**config.mk**
```make
export PLATFORM = sky130hd
export DESIGN_NAME = button_autorepeat_edge_detect_unit
export DESIGN_NICKNAME = d
export VERILOG_FILES = /design/src/hw/rtl/btnar_pkg.sv /design/src/hw/rtl/button_autorepeat_edge_detect_unit.sv /design/src/hw/rtl/btnar_ram.sv /design/src/hw/rtl/btnar_front.sv /design/src/hw/rtl/btnar_queue.sv /design/src/hw/rtl/btnar_back.sv
export SDC_FILE = /design/constraint.sdc
export NUM_CORES = 2
export LEC_CHECK = 0
export BUFFER_PORTS_ARGS = -buffer_cell sky130_fd_sc_hd__clkbuf_2
export CORE_ASPECT_RATIO = 1.4
export CORE_MARGIN = 5
export CORE_UTILIZATION = 42
export CTS_CLUSTER_SIZE = 12
export DETAILED_ROUTE_END_ITERATION = 7
export PLACE_DENSITY_LB_ADDON = 0.2
export SYNTH_ARGS = -nofsm -noshare
export SYNTH_HDL_FRONTEND = slang
export SYNTH_SLANG_ARGS = --single-unit
export TNS_END_PERCENT = 100
```
**constraint.sdc**
```tcl
create_clock -name clk -period 20.8 [get_ports clk]
set_input_delay 4.16 -clock clk [delete_from_list [all_inputs] [get_ports clk]]
set_output_delay 4.16 -clock clk [all_outputs]
set_load 0.1 [all_outputs]
```
**src/hw/rtl/btnar_pkg.sv**
```systemverilog
// shared types, constants and register codes of the button autorepeat unit
`timescale 1ns / 1ps
package btnar_pkg;

  // pad geometry
  localparam int NUM_PADS        = 4;
  localparam int BUTTONS_PER_PAD = 16;

  // field and storage widths
  localparam int BTN_W    = 16;
  localparam int PAD_W    = 2;
  localparam int PADS_MAX = 1 << PAD_W;
  localparam int CNT_W    = 9;
  localparam int CFG_W    = 8;
  localparam int DIFF_W   = CNT_W + 1;
  localparam int STEP_W   = $clog2(DIFF_W);
  localparam int ROW_W    = BTN_W * CNT_W;

  // lanes that hold a real button (button j sits at bit BTN_W-1-j)
  localparam logic [BTN_W-1:0] LANE_MASK =
    BTN_W'(((1 << BUTTONS_PER_PAD) - 1) << (BTN_W - BUTTONS_PER_PAD));

  // item queue between front and back
  localparam int QDEPTH = 2;
  localparam int QPTR_W = 1;
  localparam int QCNT_W = 2;

  // apb register map
  localparam int ADDR_W = 5;
  localparam int DATA_W = 32;
  localparam int IDX_W  = 3;
  localparam logic [IDX_W-1:0] REG_DELAY  = 3'd0;
  localparam logic [IDX_W-1:0] REG_PERIOD = 3'd1;
  localparam logic [IDX_W-1:0] REG_MASK0  = 3'd2;
  localparam logic [IDX_W-1:0] REG_MASK1  = 3'd3;
  localparam logic [IDX_W-1:0] REG_MASK2  = 3'd4;
  localparam logic [IDX_W-1:0] REG_MASK3  = 3'd5;

  localparam logic [CFG_W-1:0] RESET_DELAY  = 8'h14;
  localparam logic [CFG_W-1:0] RESET_PERIOD = 8'd4;

  // item opcodes
  localparam logic OP_POLL  = 1'b0;
  localparam logic OP_PRIME = 1'b1;

  // queued item: for a prime the word is the one-hot lane to load
  typedef struct packed {
    logic             op;
    logic [PAD_W-1:0] pad;
    logic [BTN_W-1:0] word;
  } btnar_item_t;

  typedef struct packed {
    logic [CFG_W-1:0]                 delay;
    logic [CFG_W-1:0]                 period;
    logic [PADS_MAX-1:0][BTN_W-1:0]   enable;
  } btnar_cfg_t;

  typedef struct packed {
    logic [QCNT_W-1:0] count;
    logic              full;
  } btnar_qstat_t;

  typedef struct packed {
    logic busy;
  } btnar_bstat_t;

endpackage

```
**src/hw/rtl/button_autorepeat_edge_detect_unit.sv**
```systemverilog
// top level: apb registers, front end, item queue and back end of the button autorepeat unit
// a poll item passes the item queue, the counter ram read and the output register; an
//   output stall holds the item in ST_EXEC or ST_FIN
// the back end takes one item at a time, reading then writing the pad's counter row in the
//   counter ram; a poll of a held enabled button whose stored count is at least
//   delay+2*period-1 (only after a configuration change) runs the bit-serial remainder unit
// reset: synchronous active-low rst_n clears the queue, counter row valid bits, last words
//   and the output register; registers return to delay 20, period 4, masks zero
`timescale 1ns / 1ps
module button_autorepeat_edge_detect_unit (
  input  logic                            clk,
  input  logic                            rst_n,
  input  logic                            in_valid,
  output logic                            in_ready,
  input  logic                            in_opcode,
  input  logic [btnar_pkg::PAD_W-1:0]     in_pad,
  input  logic [btnar_pkg::BTN_W-1:0]     in_buttons,
  output logic                            out_valid,
  input  logic                            out_ready,
  output logic [btnar_pkg::BTN_W-1:0]     out_held,
  output logic [btnar_pkg::BTN_W-1:0]     out_pressed,
  output logic [btnar_pkg::BTN_W-1:0]     out_repeat_res,
  input  logic                            psel,
  input  logic                            penable,
  input  logic                            pwrite,
  input  logic [btnar_pkg::ADDR_W-1:0]    paddr,
  input  logic [btnar_pkg::DATA_W-1:0]    pwdata,
  output logic [btnar_pkg::DATA_W-1:0]    prdata,
  output logic                            pready
);

  btnar_pkg::btnar_cfg_t      cfg_r, cfg_nxt;
  btnar_pkg::btnar_qstat_t    q_stat;
  btnar_pkg::btnar_bstat_t    bk_stat;
  btnar_pkg::btnar_item_t     push_item, head_item;
  logic                       q_push, q_pop, head_valid, wr_en;
  logic [btnar_pkg::IDX_W-1:0] reg_idx;

  assign pready  = 1'b1;
  assign reg_idx = paddr[btnar_pkg::ADDR_W-1:2];
  assign wr_en   = psel && penable && pwrite && pready;

  // register writes
  always_comb begin
    cfg_nxt = cfg_r;
    if (wr_en) begin
      unique case (reg_idx)
        btnar_pkg::REG_DELAY:  cfg_nxt.delay     = pwdata[btnar_pkg::CFG_W-1:0];
        btnar_pkg::REG_PERIOD: cfg_nxt.period    = pwdata[btnar_pkg::CFG_W-1:0];
        btnar_pkg::REG_MASK0:  cfg_nxt.enable[0] = pwdata[btnar_pkg::BTN_W-1:0];
        btnar_pkg::REG_MASK1:  cfg_nxt.enable[1] = pwdata[btnar_pkg::BTN_W-1:0];
        btnar_pkg::REG_MASK2:  cfg_nxt.enable[2] = pwdata[btnar_pkg::BTN_W-1:0];
        btnar_pkg::REG_MASK3:  cfg_nxt.enable[3] = pwdata[btnar_pkg::BTN_W-1:0];
        default: cfg_nxt = cfg_r;
      endcase
    end
  end

  always_ff @(posedge clk) begin
    if (!rst_n) begin
      cfg_r.delay  <= btnar_pkg::RESET_DELAY;
      cfg_r.period <= btnar_pkg::RESET_PERIOD;
      cfg_r.enable <= '0;
    end else begin
      cfg_r <= cfg_nxt;
    end
  end

  // register readback
  always_comb begin
    unique case (reg_idx)
      btnar_pkg::REG_DELAY:  prdata = btnar_pkg::DATA_W'(cfg_r.delay);
      btnar_pkg::REG_PERIOD: prdata = btnar_pkg::DATA_W'(cfg_r.period);
      btnar_pkg::REG_MASK0:  prdata = btnar_pkg::DATA_W'(cfg_r.enable[0]);
      btnar_pkg::REG_MASK1:  prdata = btnar_pkg::DATA_W'(cfg_r.enable[1]);
      btnar_pkg::REG_MASK2:  prdata = btnar_pkg::DATA_W'(cfg_r.enable[2]);
      btnar_pkg::REG_MASK3:  prdata = btnar_pkg::DATA_W'(cfg_r.enable[3]);
      default:               prdata = '0;
    endcase
  end

  // front end
  btnar_front u_front (
    .in_valid   (in_valid),
    .in_ready   (in_ready),
    .in_opcode  (in_opcode),
    .in_pad     (in_pad),
    .in_buttons (in_buttons),
    .q_stat     (q_stat),
    .q_push     (q_push),
    .q_item     (push_item)
  );

  // item queue
  btnar_queue u_queue (
    .clk        (clk),
    .rst_n      (rst_n),
    .push       (q_push),
    .push_item  (push_item),
    .pop        (q_pop),
    .head_valid (head_valid),
    .head_item  (head_item),
    .stat       (q_stat)
  );

  // back end
  btnar_back u_back (
    .clk            (clk),
    .rst_n          (rst_n),
    .cfg            (cfg_r),
    .q_valid        (head_valid),
    .q_item         (head_item),
    .q_pop          (q_pop),
    .out_valid      (out_valid),
    .out_ready      (out_ready),
    .out_held       (out_held),
    .out_pressed    (out_pressed),
    .out_repeat_res (out_repeat_res),
    .stat           (bk_stat)
  );

  // no result may be pending right after reset
  a_reset_clear: assert property (@(posedge clk) !rst_n |=> !out_valid)
    else $error("result pending after reset");

  // an item pushed into an empty queue is still there next cycle
  a_push_kept: assert property (@(posedge clk) disable iff (!rst_n)
    (q_push && q_stat.count == '0) |=> q_stat.count != '0)
    else $error("pushed item lost from queue");

  // a new result only appears when the back end was working on an item
  a_out_source: assert property (@(posedge clk) disable iff (!rst_n)
    $rose(out_valid) |-> $past(bk_stat.busy))
    else $error("result without a busy back end");

endmodule

```
**src/hw/rtl/btnar_ram.sv**
```systemverilog
// generic single write port ram with registered read
`timescale 1ns / 1ps
module btnar_ram #(
  parameter int WIDTH = 8,
  parameter int DEPTH = 4
) (
  input  logic                     clk,
  input  logic                     we,
  input  logic [$clog2(DEPTH)-1:0] waddr,
  input  logic [WIDTH-1:0]         wdata,
  input  logic                     re,
  input  logic [$clog2(DEPTH)-1:0] raddr,
  output logic [WIDTH-1:0]         rdata
);

  logic [WIDTH-1:0] mem_r [DEPTH];
  logic [WIDTH-1:0] rdata_r;

  // write port
  always_ff @(posedge clk) begin
    if (we) begin
      mem_r[waddr] <= wdata;
    end
  end

  // read port, data holds until the next read
  always_ff @(posedge clk) begin
    if (re) begin
      rdata_r <= mem_r[raddr];
    end
  end

  assign rdata = rdata_r;

endmodule

```
**src/hw/rtl/btnar_front.sv**
```systemverilog
// front end: accepts items, drops ignored ones and reduces prime masks to one lane
`timescale 1ns / 1ps
module btnar_front (
  input  logic                          in_valid,
  output logic                          in_ready,
  input  logic                          in_opcode,
  input  logic [btnar_pkg::PAD_W-1:0]   in_pad,
  input  logic [btnar_pkg::BTN_W-1:0]   in_buttons,
  input  btnar_pkg::btnar_qstat_t       q_stat,
  output logic                          q_push,
  output btnar_pkg::btnar_item_t        q_item
);

  logic                        pad_ok;
  logic [btnar_pkg::BTN_W-1:0] low_bit;
  logic                        keep;

  // lowest set bit of the prime mask names the button
  assign low_bit = in_buttons & (~in_buttons + btnar_pkg::BTN_W'(1));
  assign pad_ok  = {1'b0, in_pad} < (btnar_pkg::PAD_W + 1)'(btnar_pkg::NUM_PADS);

  // classify: polls of live pads pass, primes need a live button lane
  always_comb begin
    keep = 1'b0;
    if (pad_ok) begin
      if (in_opcode == btnar_pkg::OP_POLL) begin
        keep = 1'b1;
      end else begin
        keep = (low_bit & btnar_pkg::LANE_MASK) != '0;
      end
    end
  end

  assign in_ready    = !q_stat.full;
  assign q_push      = in_valid && in_ready && keep;
  assign q_item.op   = in_opcode;
  assign q_item.pad  = in_pad;
  assign q_item.word = (in_opcode == btnar_pkg::OP_POLL) ? in_buttons : low_bit;

endmodule

```
**src/hw/rtl/btnar_queue.sv**
```systemverilog
// two-entry item queue between front and back end
`timescale 1ns / 1ps
module btnar_queue (
  input  logic                      clk,
  input  logic                      rst_n,
  input  logic                      push,
  input  btnar_pkg::btnar_item_t    push_item,
  input  logic                      pop,
  output logic                      head_valid,
  output btnar_pkg::btnar_item_t    head_item,
  output btnar_pkg::btnar_qstat_t   stat
);

  btnar_pkg::btnar_item_t              entry_r [btnar_pkg::QDEPTH];
  logic [btnar_pkg::QPTR_W-1:0]        wr_ptr_r, wr_ptr_nxt;
  logic [btnar_pkg::QPTR_W-1:0]        rd_ptr_r, rd_ptr_nxt;
  logic [btnar_pkg::QCNT_W-1:0]        count_r, count_nxt;
  logic                                do_push, do_pop;

  assign stat.count = count_r;
  assign stat.full  = count_r == btnar_pkg::QCNT_W'(btnar_pkg::QDEPTH);
  assign head_valid = count_r != '0;
  assign head_item  = entry_r[rd_ptr_r];
  assign do_push    = push && !stat.full;
  assign do_pop     = pop && head_valid;

  // pointer and fill count update
  always_comb begin
    wr_ptr_nxt = do_push ? wr_ptr_r + btnar_pkg::QPTR_W'(1) : wr_ptr_r;
    rd_ptr_nxt = do_pop ? rd_ptr_r + btnar_pkg::QPTR_W'(1) : rd_ptr_r;
    count_nxt  = count_r;
    if (do_push && !do_pop) begin
      count_nxt = count_r + btnar_pkg::QCNT_W'(1);
    end else if (do_pop && !do_push) begin
      count_nxt = count_r - btnar_pkg::QCNT_W'(1);
    end
  end

  always_ff @(posedge clk) begin
    if (!rst_n) begin
      wr_ptr_r <= '0;
      rd_ptr_r <= '0;
      count_r  <= '0;
    end else begin
      wr_ptr_r <= wr_ptr_nxt;
      rd_ptr_r <= rd_ptr_nxt;
      count_r  <= count_nxt;
    end
  end

  // entry storage
  always_ff @(posedge clk) begin
    if (do_push) begin
      entry_r[wr_ptr_r] <= push_item;
    end
  end

endmodule

```
**src/hw/rtl/btnar_back.sv**
```systemverilog
// back end: per-pad counter row read-modify-write, repeat decision and result register
`timescale 1ns / 1ps
module btnar_back (
  input  logic                          clk,
  input  logic                          rst_n,
  input  btnar_pkg::btnar_cfg_t         cfg,
  input  logic                          q_valid,
  input  btnar_pkg::btnar_item_t        q_item,
  output logic                          q_pop,
  output logic                          out_valid,
  input  logic                          out_ready,
  output logic [btnar_pkg::BTN_W-1:0]   out_held,
  output logic [btnar_pkg::BTN_W-1:0]   out_pressed,
  output logic [btnar_pkg::BTN_W-1:0]   out_repeat_res,
  output btnar_pkg::btnar_bstat_t       stat
);

  typedef enum logic [3:0] {
    ST_IDLE = 4'b0001,
    ST_EXEC = 4'b0010,
    ST_MOD  = 4'b0100,
    ST_FIN  = 4'b1000
  } state_t;

  localparam logic [btnar_pkg::STEP_W-1:0] STEP_TOP = btnar_pkg::STEP_W'(btnar_pkg::DIFF_W - 1);

  state_t                                          state_r, state_nxt;
  btnar_pkg::btnar_item_t                          cur_r;
  logic                                            cur_valid_r;
  logic [btnar_pkg::PADS_MAX-1:0]                  row_valid_r, row_valid_nxt;
  logic [btnar_pkg::PADS_MAX-1:0][btnar_pkg::BTN_W-1:0] last_r, last_nxt;
  logic [btnar_pkg::BTN_W-1:0][btnar_pkg::CFG_W-1:0]    rem_r, rem_nxt, rem_step;
  logic [btnar_pkg::STEP_W-1:0]                    step_r, step_nxt;
  logic                                            out_valid_r, out_valid_nxt;
  logic [btnar_pkg::BTN_W-1:0]                     held_r, pressed_r, repeat_r;

  logic                                            ram_re, ram_we;
  logic [btnar_pkg::ROW_W-1:0]                     ram_rdata, ram_wdata;

  logic [btnar_pkg::CFG_W-1:0]                     per;
  logic [btnar_pkg::CNT_W-1:0]                     prime_val;
  logic [btnar_pkg::BTN_W-1:0][btnar_pkg::CNT_W-1:0]  old_cnt, new_cnt;
  logic [btnar_pkg::BTN_W-1:0][btnar_pkg::DIFF_W-1:0] n_cnt, diff;
  logic [btnar_pkg::BTN_W-1:0][btnar_pkg::CFG_W-1:0]  fast_rem, r_sel;
  logic [btnar_pkg::BTN_W-1:0][btnar_pkg::CFG_W:0]    rem_t;
  logic [btnar_pkg::BTN_W-1:0]                     ge, big, fire, act, rep_mask;
  logic                                            is_poll, slow_need, out_free, load_out;

  // counter rows, one per pad
  btnar_ram #(
    .WIDTH (btnar_pkg::ROW_W),
    .DEPTH (btnar_pkg::PADS_MAX)
  ) u_cnt_ram (
    .clk   (clk),
    .we    (ram_we),
    .waddr (cur_r.pad),
    .wdata (ram_wdata),
    .re    (ram_re),
    .raddr (q_item.pad),
    .rdata (ram_rdata)
  );

  // effective period and prime load value
  assign per       = (cfg.period == '0) ? btnar_pkg::CFG_W'(1) : cfg.period;
  assign prime_val = btnar_pkg::CNT_W'({1'b0, cfg.delay} + {1'b0, per} - 9'd1);
  assign is_poll   = cur_r.op == btnar_pkg::OP_POLL;

  // per-lane hold counter update
  always_comb begin
    slow_need = 1'b0;
    for (int k = 0; k < btnar_pkg::BTN_W; k++) begin
      old_cnt[k] = cur_valid_r ? ram_rdata[k*btnar_pkg::CNT_W +: btnar_pkg::CNT_W] : '0;
      n_cnt[k]   = {1'b0, old_cnt[k]} + btnar_pkg::DIFF_W'(1);
      ge[k]      = n_cnt[k] >= {2'b00, cfg.delay};
      diff[k]    = n_cnt[k] - {2'b00, cfg.delay};
      big[k]     = diff[k] >= {1'b0, per, 1'b0};
      fast_rem[k] = (diff[k] >= {2'b00, per}) ? btnar_pkg::CFG_W'(diff[k] - {2'b00, per})
                                               : diff[k][btnar_pkg::CFG_W-1:0];
      r_sel[k]   = (state_r == ST_FIN) ? rem_r[k] : fast_rem[k];
      new_cnt[k] = ge[k] ? ({1'b0, cfg.delay} + {1'b0, r_sel[k]})
                         : n_cnt[k][btnar_pkg::CNT_W-1:0];
      fire[k]    = (n_cnt[k] == btnar_pkg::DIFF_W'(1)) || (ge[k] && r_sel[k] == '0);
      act[k]     = cfg.enable[cur_r.pad][k] && btnar_pkg::LANE_MASK[k];
      rep_mask[k] = is_poll && act[k] && cur_r.word[k] && fire[k];
      slow_need  = slow_need || (act[k] && cur_r.word[k] && ge[k] && big[k]);
      // restoring remainder, one dividend bit per cycle
      rem_t[k]    = {rem_r[k], diff[k][step_r]};
      rem_step[k] = (rem_t[k] >= {1'b0, per}) ? btnar_pkg::CFG_W'(rem_t[k] - {1'b0, per})
                                              : rem_t[k][btnar_pkg::CFG_W-1:0];
      // row write data
      if (is_poll) begin
        if (act[k]) begin
          ram_wdata[k*btnar_pkg::CNT_W +: btnar_pkg::CNT_W] = cur_r.word[k] ? new_cnt[k] : '0;
        end else begin
          ram_wdata[k*btnar_pkg::CNT_W +: btnar_pkg::CNT_W] = old_cnt[k];
        end
      end else begin
        ram_wdata[k*btnar_pkg::CNT_W +: btnar_pkg::CNT_W] = cur_r.word[k] ? prime_val
                                                                           : old_cnt[k];
      end
    end
    slow_need = slow_need && is_poll;
  end

  assign out_free = !out_valid_r || out_ready;

  // sequencer
  always_comb begin
    state_nxt = state_r;
    step_nxt  = step_r;
    rem_nxt   = rem_r;
    q_pop     = 1'b0;
    ram_re    = 1'b0;
    ram_we    = 1'b0;
    load_out  = 1'b0;
    unique case (state_r)
      ST_IDLE: begin
        if (q_valid) begin
          q_pop     = 1'b1;
          ram_re    = 1'b1;
          state_nxt = ST_EXEC;
        end
      end
      ST_EXEC: begin
        if (slow_need) begin
          step_nxt  = STEP_TOP;
          rem_nxt   = '0;
          state_nxt = ST_MOD;
        end else if (!is_poll) begin
          ram_we    = 1'b1;
          state_nxt = ST_IDLE;
        end else if (out_free) begin
          ram_we    = 1'b1;
          load_out  = 1'b1;
          state_nxt = ST_IDLE;
        end
      end
      ST_MOD: begin
        rem_nxt = rem_step;
        if (step_r == '0) begin
          state_nxt = ST_FIN;
        end else begin
          step_nxt = step_r - btnar_pkg::STEP_W'(1);
        end
      end
      ST_FIN: begin
        if (out_free) begin
          ram_we    = 1'b1;
          load_out  = 1'b1;
          state_nxt = ST_IDLE;
        end
      end
      default: begin
        state_nxt = ST_IDLE;
      end
    endcase
  end

  // row valid bits, last poll words and result handshake
  always_comb begin
    row_valid_nxt = row_valid_r;
    last_nxt      = last_r;
    if (ram_we) begin
      row_valid_nxt[cur_r.pad] = 1'b1;
    end
    if (load_out) begin
      last_nxt[cur_r.pad] = cur_r.word;
    end
    out_valid_nxt = load_out || (out_valid_r && !out_ready);
  end

  always_ff @(posedge clk) begin
    if (!rst_n) begin
      state_r     <= ST_IDLE;
      row_valid_r <= '0;
      last_r      <= '0;
      out_valid_r <= 1'b0;
    end else begin
      state_r     <= state_nxt;
      row_valid_r <= row_valid_nxt;
      last_r      <= last_nxt;
      out_valid_r <= out_valid_nxt;
    end
  end

  // payload registers
  always_ff @(posedge clk) begin
    step_r <= step_nxt;
    rem_r  <= rem_nxt;
    if (q_pop) begin
      cur_r       <= q_item;
      cur_valid_r <= row_valid_r[q_item.pad];
    end
    if (load_out) begin
      held_r    <= cur_r.word;
      pressed_r <= cur_r.word & ~last_r[cur_r.pad];
      repeat_r  <= rep_mask;
    end
  end

  assign out_valid      = out_valid_r;
  assign out_held       = held_r;
  assign out_pressed    = pressed_r;
  assign out_repeat_res = repeat_r;
  assign stat.busy      = state_r != ST_IDLE;

endmodule
```
==> key figures <==
Run status
  – Status: completed

Cells and area
  – Post-layout instance area: 0.0862 mm²
  – Layout net count: 9089
  – Proportion of layout cells with a drive suffix above 1: 0.0741
  – Register area: 0.0319 mm²
  – Fill count: 17800
  – Core utilization of the finished layout: 0.461
  – Non-Filler Instances: 10800
  – Synth-to-Final Area Change: 9.32%
  – Multi-input logic area: 0.0446 mm²

Route
  – Wire length on met3: 17500 µm
  – Length of routed met2 wiring: 130000 µm
  – Top sig layer: met5
  – DRT met1 WL: 108000 µm
  – Total Wirelength: 273000 µm
  – Residual DRC count: 0
  – Number of violations reported at the end of detailed-routing iteration 0: 5204
  – Number of detailed-routing iterations run before antenna repair: 6
  – Detailed-route via count: 65600
  – Final antenna-violating net count: 0
  – Average routed wire per standard cell: 25.1 µm
  – Vias/cell: 6.05

STA
  – Worst-Margin Slew: 1.23 ns
  – Minimum clock period: 10.33 ns
  – Clock Skews: 0.0444 ns
  – Pins Over Slew Limit: 0
  – Relative max-transition margin: 0.176
  – RSZ-0062 raised after global routing: no
  – Count of final setup violators: 0
  – Count of final hold-check violations: 0
  – Fmax: 0.0968 GHz
  – Worst hold margin: 0.457 ns
  – Tcrit/Tclk final: 0.497

Run
  – Maximum Capacitance Violations: 0

Clock network
  – Clock-pin slew on the worst setup and hold paths: 0.06 ns
  – Sinks on the clock net: 1116
  – Total CTS buffers: 117
  – Maximum clock insertion buffer count: 3
  – Clk_lat worst skew: 0.79 ns
  – Cells resized by post-CTS repair: 0
  – Count of hold buffers inserted by post-cts repair: 0
  – CTS tree: built
  – CTS root buffer: sky130_fd_sc_hd__clkbuf_16
  – Count of buffers added by post-CTS timing repair for setup: 0
  – Total number of H-tree levels: 3

Worst setup path
  – Kind of end point of the critical path: primary output
  – Startpoint type of the worst setup path: primary input
  – Crit Path Class: in -> out
  – Critical path fanouts, max: 23
  – Setup slack, reg-to-reg: 10.56 ns
  – Arrival @ worst endpoint: 6.17 ns
  – Required arrival time at the worst endpoint: 16.64 ns

Synth
  – Fraction of post-synthesis cell area in the top cell type by area: 0.365
  – Mapped Area: 0.0789 mm²
  – Post-synth top area cell: sky130_fd_sc_hd__edfxtp_1
  – Number of enable flip-flop cells after synthesis: 958
  – Most frequently used flop master after synthesis: sky130_fd_sc_hd__edfxtp_1
  – Post-synth ARST share: 0
  – Main area contributors after synthesis: sky130_fd_sc_hd__edfxtp_1, sky130_fd_sc_hd__ha_1, sky130_fd_sc_hd__nand2_1
  – Synthesized area per cell: 9.58 µm²
  – Sequential fraction of the synthesis area: 0.405
  – Yosys synthesis warning count: 0
  – Cell count after synthesis: 8236
  – Seq cells post-synth: 1116
  – Netlist cell types: 101

Die
  – Full die area: 0.197 mm²
  – Placeable core region: 0.187 mm²
  – Die X-Extent: 376 µm
  – DIE HEIGHT: 523 µm
  – Initial Utilization: 0.421
  – FP Rows: 188
  – IO Pins: 146

GRT
  – Number of antenna violations at the first check in global routing: 18
  – Remaining global-route overflow: 0
  – Pin count of the biggest net entering global routing: 147
  – Vias in the first global route: 64100
  – Wire length of the first global-routing pass: 401000 µm
  – Global-route usage over all layers: 0.267

Place
  – Placed cells: 10600
  – Placed Area: 0.0825 mm²
  – Final HPWL DP: 184000 µm
  – Final weighted congestion in routability-driven placement: 0.944
  – Buffers on Ports: 110

Power and ir drop
  – Worst voltage drop across the vdd grid: 116 µV
  – Total chip power: 16.1 mW
  – LEAKAGE: 32.6 nW
  – Pwr per Cell Area: 186 mW/mm²

Hold path
  – Min-Delay Path Class: reg -> reg
[worst paths after layout]
path	startpoint	endpoint	cells after the start
max	paddr[3]	prdata[6]	5
min reg2reg	u_back.last_r[56]$_SDFFE_PN0P_	u_back.last_r[56]$_SDFFE_PN0P_	2
min	u_back.last_r[56]$_SDFFE_PN0P_	u_back.last_r[56]$_SDFFE_PN0P_	2
max reg2reg	u_back.cur_valid_r$_DFFE_PP_	u_back.u_cnt_ram.mem_r[3][28]$_DFFE_PP_	26
[cell type report]
class / instances / area share
clock inverter: 34 / 0.00444
timing repair buffer: 246 / 0.0188
antenna: 9 / 0.000261
inverter: 321 / 0.0142
clock buffer: 179 / 0.0387
sequential: 1116 / 0.370
multi-input combinational: 6473 / 0.517
tap: 2470 / 0.0358
[critical path, stage by stage]
cell                       delay [ns]
sky130_fd_sc_hd__clkbuf_2        0.36
sky130_fd_sc_hd__nor2b_1         0.69
sky130_fd_sc_hd__a211oi_1        0.17
sky130_fd_sc_hd__a21oi_1         0.27
sky130_fd_sc_hd__clkbuf_2        0.52
[registers in the layout (all words and copies together), names as in the netlist, 2 cells and up, named ones only]
name and flops:
cfg_r 80, u_back.step_r 4, u_back.state_r 4, u_back.out_held 16, u_back.last_r 64, u_back.rem_r 128, u_back.out_pressed 16, u_queue.count_r 2
u_back.cur_r 19, u_back.row_valid_r 4, u_back.out_repeat_res 16, u_back.u_cnt_ram.mem_r 576, u_queue.entry_r 38, u_back.u_cnt_ram.rdata 144
[cells in the mapped netlist (all sizes together), types with 65 or more instances]
cell,number
a211oi,69
a21boi,143
a21o,77
a21oi,477
a22o,89
a31oi,186
and3,185
buf,74
clkbuf,267
dfxtp,158
edfxtp,958
fa,65
ha,686
inv,320
mux2i,308
nand2,1226
nand2b,96
nand3,113
nand4,96
nor2,662
nor2b,174
nor3,130
o21a,85
o21ai,474
xnor2,272
xor2,126
[layout by cell type (no fill, tap or decap), types with 65 or more instances in the layout]
cell	n
sky130_fd_sc_hd__a22o_1	89
sky130_fd_sc_hd__nand2_1	1219
sky130_fd_sc_hd__ha_1	686
sky130_fd_sc_hd__mux2i_1	306
sky130_fd_sc_hd__a21o_1	76
sky130_fd_sc_hd__o21ai_0	474
sky130_fd_sc_hd__clkbuf_2	110
sky130_fd_sc_hd__a21boi_0	140
sky130_fd_sc_hd__inv_1	303
sky130_fd_sc_hd__clkbuf_16	121
sky130_fd_sc_hd__o21a_1	85
sky130_fd_sc_hd__xnor2_1	270
sky130_fd_sc_hd__dfxtp_1	155
sky130_fd_sc_hd__a211oi_1	69
sky130_fd_sc_hd__nand3_1	112
sky130_fd_sc_hd__a31oi_1	186
sky130_fd_sc_hd__fa_1	65
sky130_fd_sc_hd__a21oi_1	476
sky130_fd_sc_hd__buf_4	133
sky130_fd_sc_hd__xor2_1	126
sky130_fd_sc_hd__edfxtp_1	958
sky130_fd_sc_hd__nand4_1	96
sky130_fd_sc_hd__nor3_1	125
sky130_fd_sc_hd__and3_1	185
sky130_fd_sc_hd__nand2b_1	94
sky130_fd_sc_hd__nor2_1	657
sky130_fd_sc_hd__nor2b_1	173
[power by group]
| group | switching [mW] | internal (mW) | total (mW) |
|---|---|---|---|
| clock | 0.933 | 1.16 | 2.09 |
| combinational | 6.53 | 4.28 | 10.8 |
| sequential | 0.213 | 2.95 | 3.17 |
| total | 7.67 | 8.39 | 16.1 |
[metal layers]
layer  vias to the layer above  GRT usage
met5                         -          0
met4                         4      0.149
met3                       656     0.0333
met2                      2411      0.459
met1                     32200      0.326
li1                      30300          -
[kinds of logic after synthesis]
group / count (synthesis) / synth area share
AOI/OAI and AO/OA: 1960 / 0.159
xor gates and xnor gates: 398 / 0.0442
adders and majority gates: 751 / 0.125
buffers and inverters: 662 / 0.0332
DFF: 1116 / 0.405
muxes: 402 / 0.0594
other: 2 / 0.0000952
and+or+nand+nor: 2945 / 0.174
[stage by stage]
stage / setup slack (ns) / TNS (ns)
6_report: 10.47 / 0
4_1_cts: 10.47 / 0
3_5_place_dp: 10.46 / 0
5_1_grt: 9.96 / 0
2_1_floorplan: -0.120 / -34.43
3_3_place_gp: 10.52 / 0
(Power assumes the default switching activity.)
